--- src/erwo_pkg.sv ---
// ---------------------------------------------------------------------------
// Echo ranging and wheel odometry package
// Constants, codes and controller/datapath interface types.
// ---------------------------------------------------------------------------
package erwo_pkg;

  // Event kinds carried by func.
  localparam logic [1:0] FUNC_LEFT  = 2'd0;
  localparam logic [1:0] FUNC_RIGHT = 2'd1;
  localparam logic [1:0] FUNC_RISE  = 2'd2;
  localparam logic [1:0] FUNC_FALL  = 2'd3;

  // Configuration register indexes.
  localparam logic [1:0] CFG_ECHO_TIMEOUT = 2'd0;
  localparam logic [1:0] CFG_ENC_TIMEOUT  = 2'd1;
  localparam logic [1:0] CFG_SAFETY_THR   = 2'd2;

  localparam int unsigned CfgIdxW  = 2;
  localparam int unsigned CfgDataW = 32;

  localparam logic [19:0] ECHO_TIMEOUT_RST = 20'd26100;
  localparam logic [31:0] ENC_TIMEOUT_RST  = 32'd1000000;
  localparam logic [27:0] SAFETY_THR_RST   = 28'd180000;

  // Wheel speed numerator in um/s times us, distance per notch, sound speed.
  localparam logic [33:0] SPEED_NUM = 34'd10250000000;
  localparam logic [12:0] NOTCH_UM  = 13'd5125;
  localparam logic [8:0]  SOUND_UM  = 9'd343;

  localparam int unsigned DivSteps = 34;
  localparam int unsigned DivCntW  = $clog2(DivSteps + 1);

  typedef enum logic [5:0] {
    ST_IDLE = 6'b000001,
    ST_EVAL = 6'b000010,
    ST_DIV  = 6'b000100,
    ST_SUM  = 6'b001000,
    ST_MUL  = 6'b010000,
    ST_DONE = 6'b100000
  } ctrl_state_e;

  typedef struct packed {
    logic load;
    logic eval;
    logic div_step;
    logic sum;
    logic mul;
    logic emit;
  } ctrl_cmd_t;

  typedef struct packed {
    logic div_req;
    logic div_last;
    logic slot_free;
  } dpath_sts_t;

endpackage

--- src/echo_ranging_and_wheel_odometry_core.sv ---
// ---------------------------------------------------------------------------
// Echo ranging and wheel odometry core
// Turns timestamped encoder and echo pin events into odometry and range data.
// ---------------------------------------------------------------------------
// Usage. Each input item is one pin event (func, timestamp_us) offered on a
// valid/ready channel. Every accepted item yields exactly one result item on
// the output valid/ready channel carrying pulse counts, travelled distance,
// wheel speeds, their mean, the last obstacle distance and the blocked and
// stop flags as they stand after that event.
// Flow. An item passes evaluate, then the speed division when an encoder
// edge needs one, then sum and multiply, and is then emitted into the output
// register. The division is done by the radix-2 divider that forms
// 10250000000 / interval one quotient bit per cycle. One item is in flight at
// a time; the next item is taken once the previous result sits in the output
// register, even while the receiver has not yet taken it.
// Stalls. If the receiver holds ready low, the finished result waits in the
// output register and the following item waits in its last stage until the
// register frees up; nothing is dropped or repeated.
// Reset. rst_ni zeroes all counters, speeds, the echo state and the flags,
// and loads the configuration registers with their defaults. The user must
// write the configuration port only while no item is in flight; unchecked.
// ---------------------------------------------------------------------------
module echo_ranging_and_wheel_odometry_core import erwo_pkg::*; (
  input  logic                clk_i,
  input  logic                rst_ni,
  input  logic                cfg_we_i,
  input  logic [CfgIdxW-1:0]  cfg_idx_i,
  input  logic [CfgDataW-1:0] cfg_wdata_i,
  input  logic                in_valid_i,
  output logic                in_ready_o,
  input  logic [1:0]          func_i,
  input  logic [31:0]         timestamp_us_i,
  output logic                out_valid_o,
  input  logic                out_ready_i,
  output logic [31:0]         left_count_o,
  output logic [31:0]         right_count_o,
  output logic [45:0]         travelled_um_o,
  output logic [33:0]         left_speed_ums_o,
  output logic [33:0]         right_speed_ums_o,
  output logic [33:0]         mean_speed_ums_o,
  output logic [27:0]         obstacle_um_o,
  output logic                path_blocked_o,
  output logic                stop_request_o
);

  // The controller sees only the handshake and the datapath status; all
  // arithmetic and the odometry and echo state live in the datapath.
  ctrl_cmd_t  cmd;
  dpath_sts_t sts;

  erwo_ctrl u_ctrl (
    .clk_i      (clk_i),
    .rst_ni     (rst_ni),
    .in_valid_i (in_valid_i),
    .in_ready_o (in_ready_o),
    .sts_i      (sts),
    .cmd_o      (cmd)
  );

  erwo_dpath u_dpath (
    .clk_i             (clk_i),
    .rst_ni            (rst_ni),
    .cmd_i             (cmd),
    .sts_o             (sts),
    .cfg_we_i          (cfg_we_i),
    .cfg_idx_i         (cfg_idx_i),
    .cfg_wdata_i       (cfg_wdata_i),
    .func_i            (func_i),
    .timestamp_us_i    (timestamp_us_i),
    .out_valid_o       (out_valid_o),
    .out_ready_i       (out_ready_i),
    .left_count_o      (left_count_o),
    .right_count_o     (right_count_o),
    .travelled_um_o    (travelled_um_o),
    .left_speed_ums_o  (left_speed_ums_o),
    .right_speed_ums_o (right_speed_ums_o),
    .mean_speed_ums_o  (mean_speed_ums_o),
    .obstacle_um_o     (obstacle_um_o),
    .path_blocked_o    (path_blocked_o),
    .stop_request_o    (stop_request_o)
  );

endmodule

--- src/erwo_ctrl.sv ---
// ---------------------------------------------------------------------------
// Echo ranging and wheel odometry controller
// Sequences one event through evaluate, an optional divide, sum, multiply and emit.
// ---------------------------------------------------------------------------
module erwo_ctrl import erwo_pkg::*; (
  input  logic       clk_i,
  input  logic       rst_ni,
  input  logic       in_valid_i,
  output logic       in_ready_o,
  input  dpath_sts_t sts_i,
  output ctrl_cmd_t  cmd_o
);

  ctrl_state_e state_q, state_d;

  always_comb begin
    state_d    = state_q;
    cmd_o      = '0;
    in_ready_o = 1'b0;
    case (state_q)
      ST_IDLE: begin
        in_ready_o = 1'b1;
        if (in_valid_i) begin
          cmd_o.load = 1'b1;
          state_d    = ST_EVAL;
        end
      end
      ST_EVAL: begin
        cmd_o.eval = 1'b1;
        state_d    = sts_i.div_req ? ST_DIV : ST_SUM;
      end
      ST_DIV: begin
        cmd_o.div_step = 1'b1;
        if (sts_i.div_last) begin
          state_d = ST_SUM;
        end
      end
      ST_SUM: begin
        cmd_o.sum = 1'b1;
        state_d   = ST_MUL;
      end
      ST_MUL: begin
        cmd_o.mul = 1'b1;
        state_d   = ST_DONE;
      end
      ST_DONE: begin
        // The result register must be empty or draining this cycle.
        if (sts_i.slot_free) begin
          cmd_o.emit = 1'b1;
          state_d    = ST_IDLE;
        end
      end
      default: begin
        state_d = ST_IDLE;
      end
    endcase
  end

  always_ff @(posedge clk_i or negedge rst_ni) begin
    if (!rst_ni) begin
      state_q <= ST_IDLE;
    end else begin
      state_q <= state_d;
    end
  end

endmodule

--- src/erwo_dpath.sv ---
// ---------------------------------------------------------------------------
// Echo ranging and wheel odometry datapath
// Odometry and echo state, radix-2 speed divider and the result register.
// ---------------------------------------------------------------------------
module erwo_dpath import erwo_pkg::*; (
  input  logic                clk_i,
  input  logic                rst_ni,
  input  ctrl_cmd_t           cmd_i,
  output dpath_sts_t          sts_o,
  input  logic                cfg_we_i,
  input  logic [CfgIdxW-1:0]  cfg_idx_i,
  input  logic [CfgDataW-1:0] cfg_wdata_i,
  input  logic [1:0]          func_i,
  input  logic [31:0]         timestamp_us_i,
  output logic                out_valid_o,
  input  logic                out_ready_i,
  output logic [31:0]         left_count_o,
  output logic [31:0]         right_count_o,
  output logic [45:0]         travelled_um_o,
  output logic [33:0]         left_speed_ums_o,
  output logic [33:0]         right_speed_ums_o,
  output logic [33:0]         mean_speed_ums_o,
  output logic [27:0]         obstacle_um_o,
  output logic                path_blocked_o,
  output logic                stop_request_o
);

  // Configuration.
  logic [19:0] echo_to_q;
  logic [31:0] enc_to_q;
  logic [27:0] thr_q;

  // Architectural state.
  logic [31:0] left_last_q, right_last_q, left_pulses_q, right_pulses_q;
  logic [33:0] left_speed_q, right_speed_q;
  logic [31:0] echo_start_q;
  logic [27:0] obstacle_q;
  logic        blocked_q, stop_q, echo_upd_q;
  logic        out_valid_q;

  // Working registers.
  logic [1:0]         func_q;
  logic [31:0]        ts_q;
  logic [31:0]        div_q, rem_q;
  logic [33:0]        quo_q;
  logic [DivCntW-1:0] cnt_q;
  logic [32:0]        pulse_sum_q;
  logic [34:0]        speed_sum_q;
  logic [45:0]        trav_q;

  logic [31:0] interval, pulse;
  logic        is_enc, div_req, echo_ok;
  logic [28:0] dist_prod;
  logic [32:0] rem_sh, rem_sub;
  logic        rem_ge;
  logic [33:0] quo_nx;

  always_comb begin
    is_enc    = (func_q == FUNC_LEFT) || (func_q == FUNC_RIGHT);
    interval  = ts_q - ((func_q == FUNC_RIGHT) ? right_last_q : left_last_q);
    div_req   = is_enc && (interval != 32'd0) && (interval <= enc_to_q);
    pulse     = ts_q - echo_start_q;
    echo_ok   = pulse <= {12'd0, echo_to_q};
    dist_prod = {9'd0, pulse[19:0]} * {20'd0, SOUND_UM};
    rem_sh    = {rem_q, quo_q[33]};
    rem_ge    = rem_sh >= {1'b0, div_q};
    rem_sub   = rem_sh - {1'b0, div_q};
    quo_nx    = {quo_q[32:0], rem_ge};
  end

  assign sts_o.div_req   = div_req;
  assign sts_o.div_last  = (cnt_q == DivCntW'(1));
  assign sts_o.slot_free = !out_valid_q || out_ready_i;

  // Configuration registers; unknown indexes are dropped.
  always_ff @(posedge clk_i or negedge rst_ni) begin
    if (!rst_ni) begin
      echo_to_q <= ECHO_TIMEOUT_RST;
      enc_to_q  <= ENC_TIMEOUT_RST;
      thr_q     <= SAFETY_THR_RST;
    end else if (cfg_we_i) begin
      case (cfg_idx_i)
        CFG_ECHO_TIMEOUT: echo_to_q <= cfg_wdata_i[19:0];
        CFG_ENC_TIMEOUT:  enc_to_q  <= cfg_wdata_i[31:0];
        CFG_SAFETY_THR:   thr_q     <= cfg_wdata_i[27:0];
        default: begin
        end
      endcase
    end
  end

  // Odometry and echo state.
  always_ff @(posedge clk_i or negedge rst_ni) begin
    if (!rst_ni) begin
      left_last_q    <= '0;
      right_last_q   <= '0;
      left_pulses_q  <= '0;
      right_pulses_q <= '0;
      left_speed_q   <= '0;
      right_speed_q  <= '0;
      echo_start_q   <= '0;
      obstacle_q     <= '0;
      blocked_q      <= 1'b0;
      stop_q         <= 1'b0;
      echo_upd_q     <= 1'b0;
      out_valid_q    <= 1'b0;
    end else begin
      if (cmd_i.eval) begin
        echo_upd_q <= 1'b0;
        case (func_q)
          FUNC_LEFT: begin
            left_pulses_q <= left_pulses_q + 32'd1;
            left_last_q   <= ts_q;
            if (!div_req) begin
              left_speed_q <= '0;
            end
          end
          FUNC_RIGHT: begin
            right_pulses_q <= right_pulses_q + 32'd1;
            right_last_q   <= ts_q;
            if (!div_req) begin
              right_speed_q <= '0;
            end
          end
          FUNC_RISE: begin
            echo_start_q <= ts_q;
          end
          default: begin
            // Echo fall: an overlong pulse only restarts the echo timer.
            if (echo_ok) begin
              obstacle_q <= dist_prod[28:1];
              echo_upd_q <= 1'b1;
            end else begin
              echo_start_q <= ts_q;
            end
          end
        endcase
      end
      if (cmd_i.div_step && sts_o.div_last) begin
        if (func_q == FUNC_RIGHT) begin
          right_speed_q <= quo_nx;
        end else begin
          left_speed_q <= quo_nx;
        end
      end
      if (cmd_i.sum) begin
        stop_q <= 1'b0;
        if (echo_upd_q) begin
          if (obstacle_q <= thr_q) begin
            if (!blocked_q) begin
              blocked_q <= 1'b1;
              stop_q    <= 1'b1;
            end
          end else begin
            blocked_q <= 1'b0;
          end
        end
      end
      if (cmd_i.emit) begin
        out_valid_q <= 1'b1;
      end else if (out_ready_i) begin
        out_valid_q <= 1'b0;
      end
    end
  end

  // Event capture, divider iterations, sums and the result register.
  always_ff @(posedge clk_i) begin
    if (cmd_i.load) begin
      func_q <= func_i;
      ts_q   <= timestamp_us_i;
    end
    if (cmd_i.eval) begin
      div_q <= interval;
      rem_q <= '0;
      quo_q <= SPEED_NUM;
      cnt_q <= DivCntW'(DivSteps);
    end
    if (cmd_i.div_step) begin
      rem_q <= rem_ge ? rem_sub[31:0] : rem_sh[31:0];
      quo_q <= quo_nx;
      cnt_q <= cnt_q - DivCntW'(1);
    end
    if (cmd_i.sum) begin
      pulse_sum_q <= {1'b0, left_pulses_q} + {1'b0, right_pulses_q};
      speed_sum_q <= {1'b0, left_speed_q} + {1'b0, right_speed_q};
    end
    if (cmd_i.mul) begin
      trav_q <= {13'd0, pulse_sum_q} * {33'd0, NOTCH_UM};
    end
    if (cmd_i.emit) begin
      left_count_o      <= left_pulses_q;
      right_count_o     <= right_pulses_q;
      travelled_um_o    <= trav_q;
      left_speed_ums_o  <= left_speed_q;
      right_speed_ums_o <= right_speed_q;
      mean_speed_ums_o  <= speed_sum_q[34:1];
      obstacle_um_o     <= obstacle_q;
      path_blocked_o    <= blocked_q;
      stop_request_o    <= stop_q;
    end
  end

  assign out_valid_o = out_valid_q;

endmodule

--- config.mk ---
export PLATFORM = sky130hd
export DESIGN_NAME = echo_ranging_and_wheel_odometry_core
export DESIGN_NICKNAME = d
export VERILOG_FILES = /design/src/erwo_pkg.sv /design/src/echo_ranging_and_wheel_odometry_core.sv /design/src/erwo_ctrl.sv /design/src/erwo_dpath.sv
export SDC_FILE = /design/constraint.sdc
export NUM_CORES = 2
export LEC_CHECK = 0
export ABC_AREA = 1
export BUFFER_PORTS_ARGS = -buffer_cell sky130_fd_sc_hd__buf_2
export CORE_UTILIZATION = 58
export CTS_BUF_LIST = sky130_fd_sc_hd__clkbuf_8
export CTS_CLUSTER_DIAMETER = 40
export DETAILED_ROUTE_END_ITERATION = 8
export GPL_TIMING_DRIVEN = 0
export HOLD_SLACK_MARGIN = 0.03
export PLACE_DENSITY_LB_ADDON = 0.25
export SETUP_SLACK_MARGIN = 0.5
export SLEW_MARGIN = 20
export SYNTH_ARGS = -nofsm -noshare
export SYNTH_HDL_FRONTEND = slang
export SYNTH_SLANG_ARGS = --single-unit
--- constraint.sdc ---
create_clock -name clk_i -period 11.9 [get_ports clk_i]
set_clock_uncertainty 0.05 [all_clocks]
set_input_delay 0 -clock clk_i [delete_from_list [all_inputs] [get_ports clk_i]]
set_output_delay 0 -clock clk_i [all_outputs]
set_load 0.1 [all_outputs]
==> out/results.ini <==
[floorplan]
initial_utilization = 0.586
pin_count = 317
die-area_um2 = 88900
die_h_um = 298
die_x_um = 298
rows = 108
coreArea_um2 = 86800

[clocking]
cts_htree_levels = 4
clkSinkCount = 839
cts_buffer_depth = 3
clkTransAtPathRegs_ns = 0.06
cts_tree = done
insertion_delay_ns = 0.86
cts-resized-gates = 0
cts_buffers = 145
post-cts-setup-buffer-count = 0
cts-root-buf = clkbuf_8

[grt]
grt_pass1_vias = 39500
grt_use_total = 0.301
grt_overflow = 0
antenna_found_initial = 4
grt_pass1_wl_um = 209000
grt_max_degree = 104

[sta]
max_freq_mhz = 139
finalHoldViolations = 0
tightest_slew_ns = 1.17
rsz0062_at_grt = false
fin_crit_ns = 7.20
finalCritPeriodShare = 0.605
maxSlewHeadroom = 0.216
setup-tns-final_ns = 0
setup_viol = 0
drv_slew = 0

[logic_synthesis]
yosys_warnings = 0
synth_cell_types = 56
synth_edf_count = 493
ys_seq_area_frac = 0.462
syn_area_um2 = 50900
syn_inst = 5512
synth_area_per_cell_um2 = 9.23
synth_seq_cells = 839
async_reset_ff_frac = 0.412
ys.flop_type = edfxtp_1
synthesis.nets = 6184

[placed_design]
gp_congestion = 1.01
dpl.hpwl_um = 103000
io_buffers = 316

[drt]
drt_wl_total_um = 133000
drc = 0
vias = 39800
routed_via_density = 5.35
drtIter0Drc = 2733
wl_per_cell_um = 17.9
ant_nets = 0
drt_first_pass_iters = 5

[critical_path]
reg2reg_from = u_dpath.ts_q[9]$_DFFE_PP_
crit_arrival_ns = 7.84
path_max_fanout = 6
r2r_end = u_dpath.obstacle_q[27]$_DFFE_PN0P_
required_ns = 12.54
rrSetupSlack_ns = 4.70
worstSetupPathType = reg2reg
r2r_cells = 24
endpoint_kind = register
start_kind = register

[run_status]
status = completed

[worst_hold_path]
hold_path_end = u_dpath.enc_to_q[8]$_DFFE_PN0P_
hold_class = in2reg
holdPathStages = 4
min_from = cfg_wdata_i[8]

[finish]
layout.nets = 6819
layout-drive-gt1-share = 0.104
nFillCells = 6945
area_delta_synth_final_pct = 15.5

[run]
maxCapViolations = 0

==> flip-flops by register name, indices dropped and copies added (netlist names), 32 cells and up, named ones only <==
name,cells
u_dpath.mean_speed_ums_o,34
u_dpath.ts_q,32
u_dpath.quo_q,34
u_dpath.left_last_q,32
u_dpath.echo_start_q,32
u_dpath.left_speed_q,34
u_dpath.left_speed_ums_o,34
u_dpath.right_pulses_q,32
u_dpath.rem_q,32
u_dpath.left_count_o,32
u_dpath.right_count_o,32
u_dpath.travelled_um_o,46
u_dpath.left_pulses_q,32
u_dpath.pulse_sum_q,33
u_dpath.right_speed_ums_o,34
u_dpath.div_q,32
u_dpath.speed_sum_q,34
u_dpath.right_last_q,32
u_dpath.enc_to_q,32
u_dpath.trav_q,46
==> stage by stage <==
step	hold WS [ns]	std cells	setup slack, ns	utilization	cell area (um2)
after floorplan	-0.346	5512	3.75	-	50900
after CTS	0.0302	7424	4.74	0.677	58700
final	0.0821	7426	4.70	0.677	58700
after global routing	0.0837	7425	4.34	0.677	58700
after detailed placement	-0.0756	7013	4.80	0.627	54400
after global placement	0.126	6983	0.327	0.621	53900
==> worst max-delay path: stages, from the launching register on <==
cell and delay, ns:
edfxtp_1 0.52, ha_1 0.43, nand2_1 0.15, inv_1 0.06, a21oi_1 0.30, nand3_1 0.35
nand2_1 0.15, nand3_1 0.09, xnor2_1 0.91, inv_1 0.43, ha_1 0.42, ha_1 0.31
fa_1 0.49, inv_1 0.06, fa_1 0.54, inv_1 0.04, ha_1 0.35, nand2_1 0.12
nor4_1 0.41, nand4_1 0.15, nand3_1 0.20, nand2_1 0.07, nand3_1 0.08, xor2_1 0.23
o21ai_0 0.13
==> cell type report <==
cell class                 instances  area [um2]  share of cell area
antenna                            2        5.00           0.0000852
buffer                            89         387             0.00658
clock buffer                     153        2110              0.0359
clock inverter                   116         808              0.0138
inverter                         963        3610              0.0616
multi-input combinational       3621       23400               0.399
sequential                       839       23500               0.400
tap                             1155        1450              0.0246
timing repair buffer             488        3450              0.0588
==> cells in the mapped netlist (all sizes together), types with 2 or more instances <==
cell type,number,share of area
a2111oi,2,0.00034
a211oi,7,0.0010
a21boi,10,0.0015
a21o,22,0.0032
a21oi,310,0.031
a221oi,4,0.00069
a31o,2,0.00034
a31oi,33,0.0041
and2,4,0.00049
and3,4,0.00049
buf,28,0.0031
clkbuf,61,0.0045
dfrtp,320,0.16
dfstp,26,0.013
edfxtp,493,0.29
fa,112,0.044
ha,487,0.12
inv,962,0.071
mux2i,31,0.0061
nand2,1230,0.091
nand3,206,0.020
nand3b,12,0.0018
nand4,57,0.0071
nor2,294,0.022
nor3,65,0.0071
nor4,31,0.0044
o211ai,13,0.0019
o21a,19,0.0028
o21ai,348,0.034
o21bai,52,0.0077
o221ai,4,0.00069
o31ai,3,0.00044
or2,2,0.00025
xnor2,91,0.016
xor2,161,0.028
==> cell usage in the layout, fill, tap and decap left out, types with 9 or more instances in the layout <==
cell type      instances
nor4_1                27
nand2_1             1218
buf_4                 10
nand2_2               10
a21oi_1              310
inv_6                  9
nor2_1               287
edfxtp_1             493
xor2_1               159
ha_1                 487
clkbuf_1              61
o21ai_0              341
o211ai_1              13
a21boi_0               9
clkbuf_8             153
o21bai_1              52
dlygate4sd3_1        141
a31oi_1               33
inv_1               1004
nand4_1               56
a21o_1                22
fa_1                 112
nor3_1                57
nand3b_1              12
mux2i_1               31
xnor2_1               90
o21a_1                19
clkinv_1              17
dfrtp_1              320
nand3_1              205
dfstp_2               26
buf_2                343
clkinv_2              17
==> cells by family after synthesis <==
logic type	share of synthesized area
mux	0.00610
buf+inv	0.0787
flops	0.462
fa+ha+maj	0.164
simple gates	0.155
xor+xnor	0.0434
compound gates	0.0904
==> timing repair <==
item                                   CTS  global route
setup endpoints to repair                0             0
hold buffers                           142             0
endpoints found under the hold margin  487             0
==> layer usage <==
metal / GRT usage / up-vias / wire (um)
li1: - / 19500 / -
met1: 0.388 / 18900 / 56100
met2: 0.512 / 1173 / 64800
met3: 0.0411 / 256 / 7270
met4: 0.121 / 2 / 4810
met5: 0 / - / 14
==> how the worst max path moves through the flow <==
stage,slack [ns],cells past startpoint,startpoint,to
floorplan,3.75,4,u_ctrl.state_q[2]$_DFFE_PN0P_,u_dpath.blocked_q$_DFFE_PN0P_
global placement,0.33,4,u_ctrl.state_q[2]$_DFFE_PN0P_,u_ctrl.state_q[0]$_DFFE_PN1P_
detailed placement,4.80,25,u_dpath.ts_q[9]$_DFFE_PP_,u_dpath.obstacle_q[27]$_DFFE_PN0P_
CTS,4.74,25,u_dpath.ts_q[9]$_DFFE_PP_,u_dpath.obstacle_q[27]$_DFFE_PN0P_
global route,4.34,31,u_dpath.ts_q[1]$_DFFE_PP_,u_dpath.obstacle_q[20]$_DFFE_PN0P_
finish,4.70,24,u_dpath.ts_q[9]$_DFFE_PP_,u_dpath.obstacle_q[27]$_DFFE_PN0P_
Power is left out: the tool's default activity adds up to more than one toggle a clock period on the data nets, which glitch-free logic cannot reach.
